[src/sv/dhsk_pkg.sv]
`timescale 1ns / 1ps
// Shared definitions for the double-hashing key table: defaults, field widths,
// status and request codes, and the control struct of the modulo unit. No dependencies.
package dhsk_pkg;

  localparam int unsigned DEF_TABLE_SIZE = 59;
  localparam int unsigned DEF_KEY_CHARS  = 19;

  // Character code that maps to hash value zero.
  localparam int unsigned CHAR_BASE = 65;

  localparam int unsigned STATUS_W = 3;
  localparam int unsigned SLOT_W   = 6;
  localparam int unsigned PROBE_W  = 6;
  localparam int unsigned COLL_W   = 16;
  localparam int unsigned OCC_W    = 6;
  localparam int unsigned CHAR_W   = 8;
  localparam int unsigned OUT_W    = 40;

  localparam logic REQ_INSERT = 1'b0;
  localparam logic REQ_LOOKUP = 1'b1;

  typedef enum logic [STATUS_W-1:0] {
    STS_INSERTED  = 3'd0,
    STS_PRESENT   = 3'd1,
    STS_FOUND     = 3'd2,
    STS_NOT_FOUND = 3'd3,
    STS_FULL      = 3'd4
  } status_e;

  // Load request for the shared modulo unit; alt selects modulus TABLE_SIZE-1.
  typedef struct packed {
    logic load;
    logic alt;
  } mod_ctrl_t;

  // Signed accumulator width that holds a slot value plus any character offset.
  function automatic int unsigned acc_width(input int unsigned n);
    int unsigned sw;
    sw = $clog2(n);
    return ((sw > 8) ? sw : 8) + 2;
  endfunction

endpackage

[src/sv/dhsk_mod_unit.sv]
`timescale 1ns / 1ps
// Shared iterative modulo unit: reduces a signed value into [0, M) by adding or
// subtracting M once per cycle. Depends on dhsk_pkg.
module dhsk_mod_unit import dhsk_pkg::*; #(
  parameter int unsigned TABLE_SIZE = DEF_TABLE_SIZE,
  localparam int unsigned SW = $clog2(TABLE_SIZE),
  localparam int unsigned AW = acc_width(TABLE_SIZE)
) (
  input  logic                 clk_i,
  input  logic                 rst_ni,
  input  mod_ctrl_t            ctrl_i,
  input  logic signed [AW-1:0] value_i,
  output logic                 done_o,
  output logic [SW-1:0]        rem_o
);

  localparam logic signed [AW-1:0] ModMain = AW'(TABLE_SIZE);
  localparam logic signed [AW-1:0] ModAlt  = AW'(TABLE_SIZE - 1);

  logic signed [AW-1:0] acc_q;
  logic                 alt_q;
  logic signed [AW-1:0] mod_w;

  assign mod_w = alt_q ? ModAlt : ModMain;

  always_ff @(posedge clk_i or negedge rst_ni) begin
    if (!rst_ni) begin
      acc_q <= '0;
      alt_q <= 1'b0;
    end else if (ctrl_i.load) begin
      acc_q <= value_i;
      alt_q <= ctrl_i.alt;
    end else if (acc_q < 0) begin
      acc_q <= acc_q + mod_w;
    end else if (acc_q >= mod_w) begin
      acc_q <= acc_q - mod_w;
    end
  end

  assign done_o = (acc_q >= 0) && (acc_q < mod_w);
  assign rem_o  = acc_q[SW-1:0];

endmodule

[config.mk]
export PLATFORM = sky130hd
export DESIGN_NAME = dhsk_mod_unit
export DESIGN_NICKNAME = d
export VERILOG_FILES = /design/src/sv/dhsk_pkg.sv /design/src/sv/dhsk_mod_unit.sv
export SDC_FILE = /design/constraint.sdc
export NUM_CORES = 1
export LEC_CHECK = 0
export BUFFER_PORTS_ARGS = -buffer_cell sky130_fd_sc_hd__buf_4
export CAP_MARGIN = 20
export CELL_PAD_IN_SITES_DETAIL_PLACEMENT = 1
export CELL_PAD_IN_SITES_GLOBAL_PLACEMENT = 2
export CORE_MARGIN = 4
export CORE_UTILIZATION = 30
export DETAILED_ROUTE_END_ITERATION = 10
export PLACE_DENSITY_LB_ADDON = 0.1
export SETUP_SLACK_MARGIN = 0.15
export SLEW_MARGIN = 20
export SYNTH_ARGS = -nofsm -noshare
export SYNTH_HDL_FRONTEND = slang
export SYNTH_SLANG_ARGS = --single-unit
[constraint.sdc]
create_clock -name clk_i -period 2.74 [get_ports clk_i]
set_input_delay 0.274 -clock clk_i [delete_from_list [all_inputs] [get_ports clk_i]]
set_output_delay 0.274 -clock clk_i [all_outputs]
set_load 0.005 [all_outputs]
==> metrics, run 1 <==
status finished, final reports clean; post-synth top area share 0.296; Max H-tree Level 1; Syn Area/Cell 8.14 um^2; Int Power 543 uW; Synth area leaders dfrtp_1, o21ai_0, ha_1, a21oi_1, buf_4; worst reg2reg path depth 9; r2r startpoint acc_q[0]; synthesized cell area about 930 um^2; sequential share of the synthesized area 0.296; antenna violations before repair 0; Worst Max-Slew Pin Slew about 0.55 ns; DR WL/cell around 14 um; Initial DRC Count 26; asr flop ratio synth 1.00; most common cell after layout, fill and taps aside buf_4; number of I/O port buffers 20; RSZ-0062 raised after global routing false; Clock power frac 0.117; Worst R2R Setup Slack approximately 0.44 ns; Post-route DRC 0; Synth Register Bits 11; TritonCTS Buffers 3; post-synthesis cell type count 36; row count 19; VDD IR max 0.343 mV; Clock Latency Late Sink 0.27 ns; Final Hold Slack 0.204 ns; R2R Path End acc_q[2]; Die H 63.6 um; switching share of power 0.452; synthesis-to-finish area growth 13.6%; HPWL after DPL approximately 1700 um; Tcrit/Tclk final 0.840; Max Cap Viol 0; area leader, netlist dfrtp_1; share of cells above drive strength 1 0.214; CTS Sinks 11; Max Root-Sink Buffers 2; All-Layer GR Usage 0.125; first-pass GRT wire length 4000 um; Setup CP Type register to register; crit path DAT 2.43 ns; quantity of gates resized following cts 0; vias in the first global route 864; dominant synthesized flop cell dfrtp_1; die width 63.6 um; Routed Antenna Nets 0; Post CTS Setup Buffer Count 0; antenna diode count 0; Post-Syn Nets 133; Hold EP alt_q; CP endpoint kind register; top-level port count 21; Post-synth EDFFs 0; Placer Congestion 0.791; core area around 2900 um^2; leak pwr approximately 0.47 nW; Final Slew Violations 0; Max-Slew Margin vs Limit 0.635; Startpoint Class register; Crit path required time 2.87 ns; FMAX roughly 430 MHz; Flop pwr share 0.388; starting density of the core 0.325; routed vias slightly above 800; maximum fanout along the worst path 16; Final #Nets 146; Period minus WS final 2.30 ns; most frequent cells in the layout buf_4, o21ai_0, a21oi_1, nand2_1, dfrtp_1; Total Wirelength 2260 um; Psw about 450 uW; Overall Power 991 uW; total die area 4050 um^2; clk_skew 0.00860 ns; Hold Path Depth 3; Reg clk slew, reported paths 0.08 ns; synth warn 0; Fin. Hold Viols 0; Gate power share 0.495; synthesized netlist cell count 114; CTS tree done; largest net degree at the start of global routing 19; final setup TNS 0 ns; root buffer cell clkbuf_4; DR vias/cell 5.18; hold path startpoint ctrl_i[0]; Setup violations, final 0; Hold Crit Class input pin to register; pwr dens between 900 and 1000 nW/um^2; drt pass-1 iters 4; GR Overflow Total 0; pre-CTS setup slack 0.428 ns; Setup WS post-layout 0.438 ns
==> state kept, by name, summed over array words and instances (netlist names) <==
signal and flops:
acc_q 10, alt_q 1
==> final cells by class <==
cell class | instances | area [um^2]
multi-input combinational | 82 | 524
sequential | 11 | 275
inverter | 8 | 30.0
timing repair buffer | 21 | 160
tap | 31 | 38.8
fill | 349 | 1800
clock buffer | 4 | 26.3
==> synthesized netlist by cell type (2+ instances only) <==
cell and number:
nor2_1 9, o21ai_0 13, or3_1 2, nand2_1 11
dfrtp_1 11, xnor2_1 3, a22o_1 3, buf_4 6
a21oi_1 11, clkbuf_1 3, buf_6 2, ha_1 5
nand3_1 4, inv_1 7, nor3_1 2, nor2b_1 2
==> worst max-delay path by stage <==
stage	from	endpoint	slack, ns	depth (start not counted)
2_1_floorplan	acc_q[0]	acc_q[1]	0.75	11
3_3_place_gp	acc_q[0]	acc_q[2]	0.49	9
4_1_cts	acc_q[0]	acc_q[2]	0.40	9
6_report	acc_q[0]	acc_q[2]	0.44	9
5_1_grt	acc_q[0]	acc_q[2]	0.26	9
3_5_place_dp	acc_q[0]	acc_q[2]	0.43	9
==> layer usage <==
metal	vias up	share of wire	track usage
met5	-	0	0
met4	0	0.018	0.0593
met3	4	0.058	0.0373
met2	17	0.46	0.198
met1	378	0.47	0.155
li1	415	-	-
==> stage by stage <==
stage | cells | area (um^2) | utilization
2_1_floorplan | 114 | 928 | -
3_3_place_gp | 152 | 1020 | 0.357
3_5_place_dp | 152 | 1020 | 0.357
4_1_cts | 157 | 1050 | 0.370
5_1_grt | 157 | 1050 | 0.370
6_report | 157 | 1050 | 0.370
==> power groups by stage <==
stage	combinational (mW)	clock, mW	sequential [mW]
2_1_floorplan	0.467	0	0.317
3_3_place_gp	0.493	0	0.387
3_5_place_dp	0.496	0	0.389
4_1_cts	0.503	0.125	0.386
5_1_grt	0.564	0.131	0.404
6_report	0.491	0.116	0.384
==> cells by family (layout without fill, tap and decap cells) <==
| logic type | after synthesis | after routing | share of synthesized area |
|---|---|---|---|
| xor gates and xnor gates | 3 | 3 | 0.0283 |
| buffers and inverters | 21 | 33 | 0.139 |
| adders and majority gates | 5 | 5 | 0.0674 |
| and+or+nand+nor | 34 | 34 | 0.177 |
| muxes | 1 | 1 | 0.0108 |
| AOI/OAI and AO/OA | 39 | 39 | 0.282 |
| DFF | 11 | 11 | 0.296 |
==> critical path, cell delays in order, from the launching register on <==
cell and delay (ns):
dfrtp_1 0.42, inv_1 0.09, ha_1 0.15, inv_1 0.04, ha_1 0.22, o2111ai_4 0.22, nand3b_2 0.11, or3_1 0.61
o21ai_0 0.20, a22oi_2 0.11
==> timing repair <==
| action | 4_1_cts | 5_1_grt |
|---|---|---|
| hold buffers | 1 | 0 |
| hold endpoints to repair | 11 | 0 |
| setup endpoints to repair | 0 | 0 |
(Power assumes the default switching activity.)
==> run 2, diff against run 1 <==
==> constraint.sdc (replaced) <==
create_clock -name clk_i -period 2.4 [get_ports clk_i]
set_input_delay 0.24 -clock clk_i [delete_from_list [all_inputs] [get_ports clk_i]]
set_output_delay 0.24 -clock clk_i [all_outputs]
set_load 0.005 [all_outputs]
==> run 2 against run 1 <==
Critical path depth is the same. First-iteration DRC count up 23%. Sequential cell count unchanged. Combinational power grew 25%. Utilization up 0.83 points. Die area unchanged. Power increased by 18%. Sequential power is 8.9% higher. Final cell count rose by 1.3%. Maximum frequency increased by 10%.
==> metrics, run 2 (synthesized netlist as in run 1, its figures left out) <==
top-level port count 21; Finished Layout Cells 159; Die H 63.6 um; final setup TNS 0 ns; VDD IR max 0.384 mV; first-pass GRT wire length 4220 um; maximum fanout along the worst path 8; synthesis-to-finish area growth 16.2%; Setup WS post-layout 0.308 ns; All-Layer GR Usage 0.129; starting density of the core 0.325; core area 2850 um^2; pre-CTS setup slack 0.0687 ns; most frequent cells in the layout buf_4, o21ai_0, a21oi_1, nand2_1, dfrtp_1; Routed Antenna Nets 0; CP endpoint kind register; Post-route DRC 0; DR WL/cell 16.0 um; Startpoint Class register; register name with the most flops acc_q; Final #Nets 148; CTS tree done; Max Root-Sink Buffers 2; drt pass-1 iters 2; Initial DRC Count 32; status finished, final reports clean; Clock Latency Late Sink between 0.2 and 0.3 ns; Fin. Hold Viols 0; root buffer cell clkbuf_4; number of I/O port buffers 20; Period minus WS final about 2.1 ns; Reg clk slew, reported paths 0.08 ns; most common cell after layout, fill and taps aside buf_4; antenna diode count 0; Setup violations, final 0; routed vias 850; row count 19; RSZ-0062 raised after global routing true; FMAX 478 MHz; vias in the first global route around 900; Overall Power about 1.2 mW; clk_skew 0.00364 ns; Max-Slew Margin vs Limit 0.671; CTS Sinks 11; Tcrit/Tclk final 0.872; pwr dens approximately 1100 nW/um^2; TritonCTS Buffers 3; crit path DAT roughly 2.2 ns; largest net degree at the start of global routing 19; Placer Congestion about 0.80; Setup CP Type register to register; max reg flops 10; HPWL after DPL 1730 um; Max H-tree Level 1; Worst Max-Slew Pin Slew 0.489 ns; biggest regs acc_q (10), alt_q (1); Final Slew Violations 0; Max Cap Viol 0; Hold Crit Class input pin to register; GR Overflow Total 0; die width 63.6 um; Crit path required time 2.55 ns; placed cells between 150 and 200; antenna violations before repair 0; DR vias/cell 5.35; Final Hold Slack 0.176 ns; Total Wirelength 2550 um; share of cells above drive strength 1 0.234; leak pwr 0.479 nW; total die area ~4000 um^2
run 2: per-layer routing:
| layer | vias to the layer above | track usage | wire length (um) |
|---|---|---|---|
| met4 | 0 | 0.0323 | 69 |
| met3 | 6 | 0.0284 | 114 |
| met1 | 397 | 0.180 | 1210 |
| li1 | 429 | - | - |
| met5 | - | 0 | 0 |
| met2 | 18 | 0.201 | 1160 |
run 2: worst paths after layout:
kind                                start        to  slack (ns)  cells after the start
worst max-delay path             acc_q[0]  acc_q[2]        0.31                      9
max in group asynchronous          rst_ni  acc_q[6]        1.89                      2
worst min-delay path            ctrl_i[0]     alt_q        0.18                      3
worst min register to register      alt_q     alt_q        0.57                      2
worst max register to register   acc_q[0]  acc_q[2]        0.31                      9
min in group asynchronous          rst_ni  acc_q[3]        0.34                      2
run 2: repair_timing:
action,CTS,global route
hold endpoints to repair,11,0
gates resized for setup,1,1
pin swaps,0,1
cloned,0,1
endpoints found under the setup margin,8,2
hold buffers,1,0
setup buffers,0,0
run 2: power by group:
part	switching [mW]	total, mW	internal (mW)
clock network	0.0723	0.137	0.0643
registers	0.156	0.418	0.262
logic	0.308	0.616	0.307
total	0.536	1.17	0.634
run 2: metrics by stage:
step,instance area [um^2],utilization
after floorplan,928,-
after global placement,1030,0.360
after detailed placement,1030,0.360
after CTS,1070,0.374
after global routing,1080,0.378
final,1080,0.378
run 2: area by class of cell:
| cell class | count | area, um^2 |
|---|---|---|
| clock buffers | 4 | 26.3 |
| fillers | 363 | 1770 |
| inverters | 8 | 30.0 |
| multi-input cells | 83 | 541 |
| flip-flops and latches | 11 | 275 |
| well taps | 31 | 38.8 |
| repair buffers | 22 | 168 |
run 2: critical path: stages (launching register included):
cell,delay (ns)
dfrtp_1,0.42
inv_1,0.09
ha_1,0.15
inv_1,0.04
ha_1,0.22
o2111ai_4,0.23
nand3b_2,0.13
or3_4,0.46
o21ai_0,0.12
a22oi_2,0.11
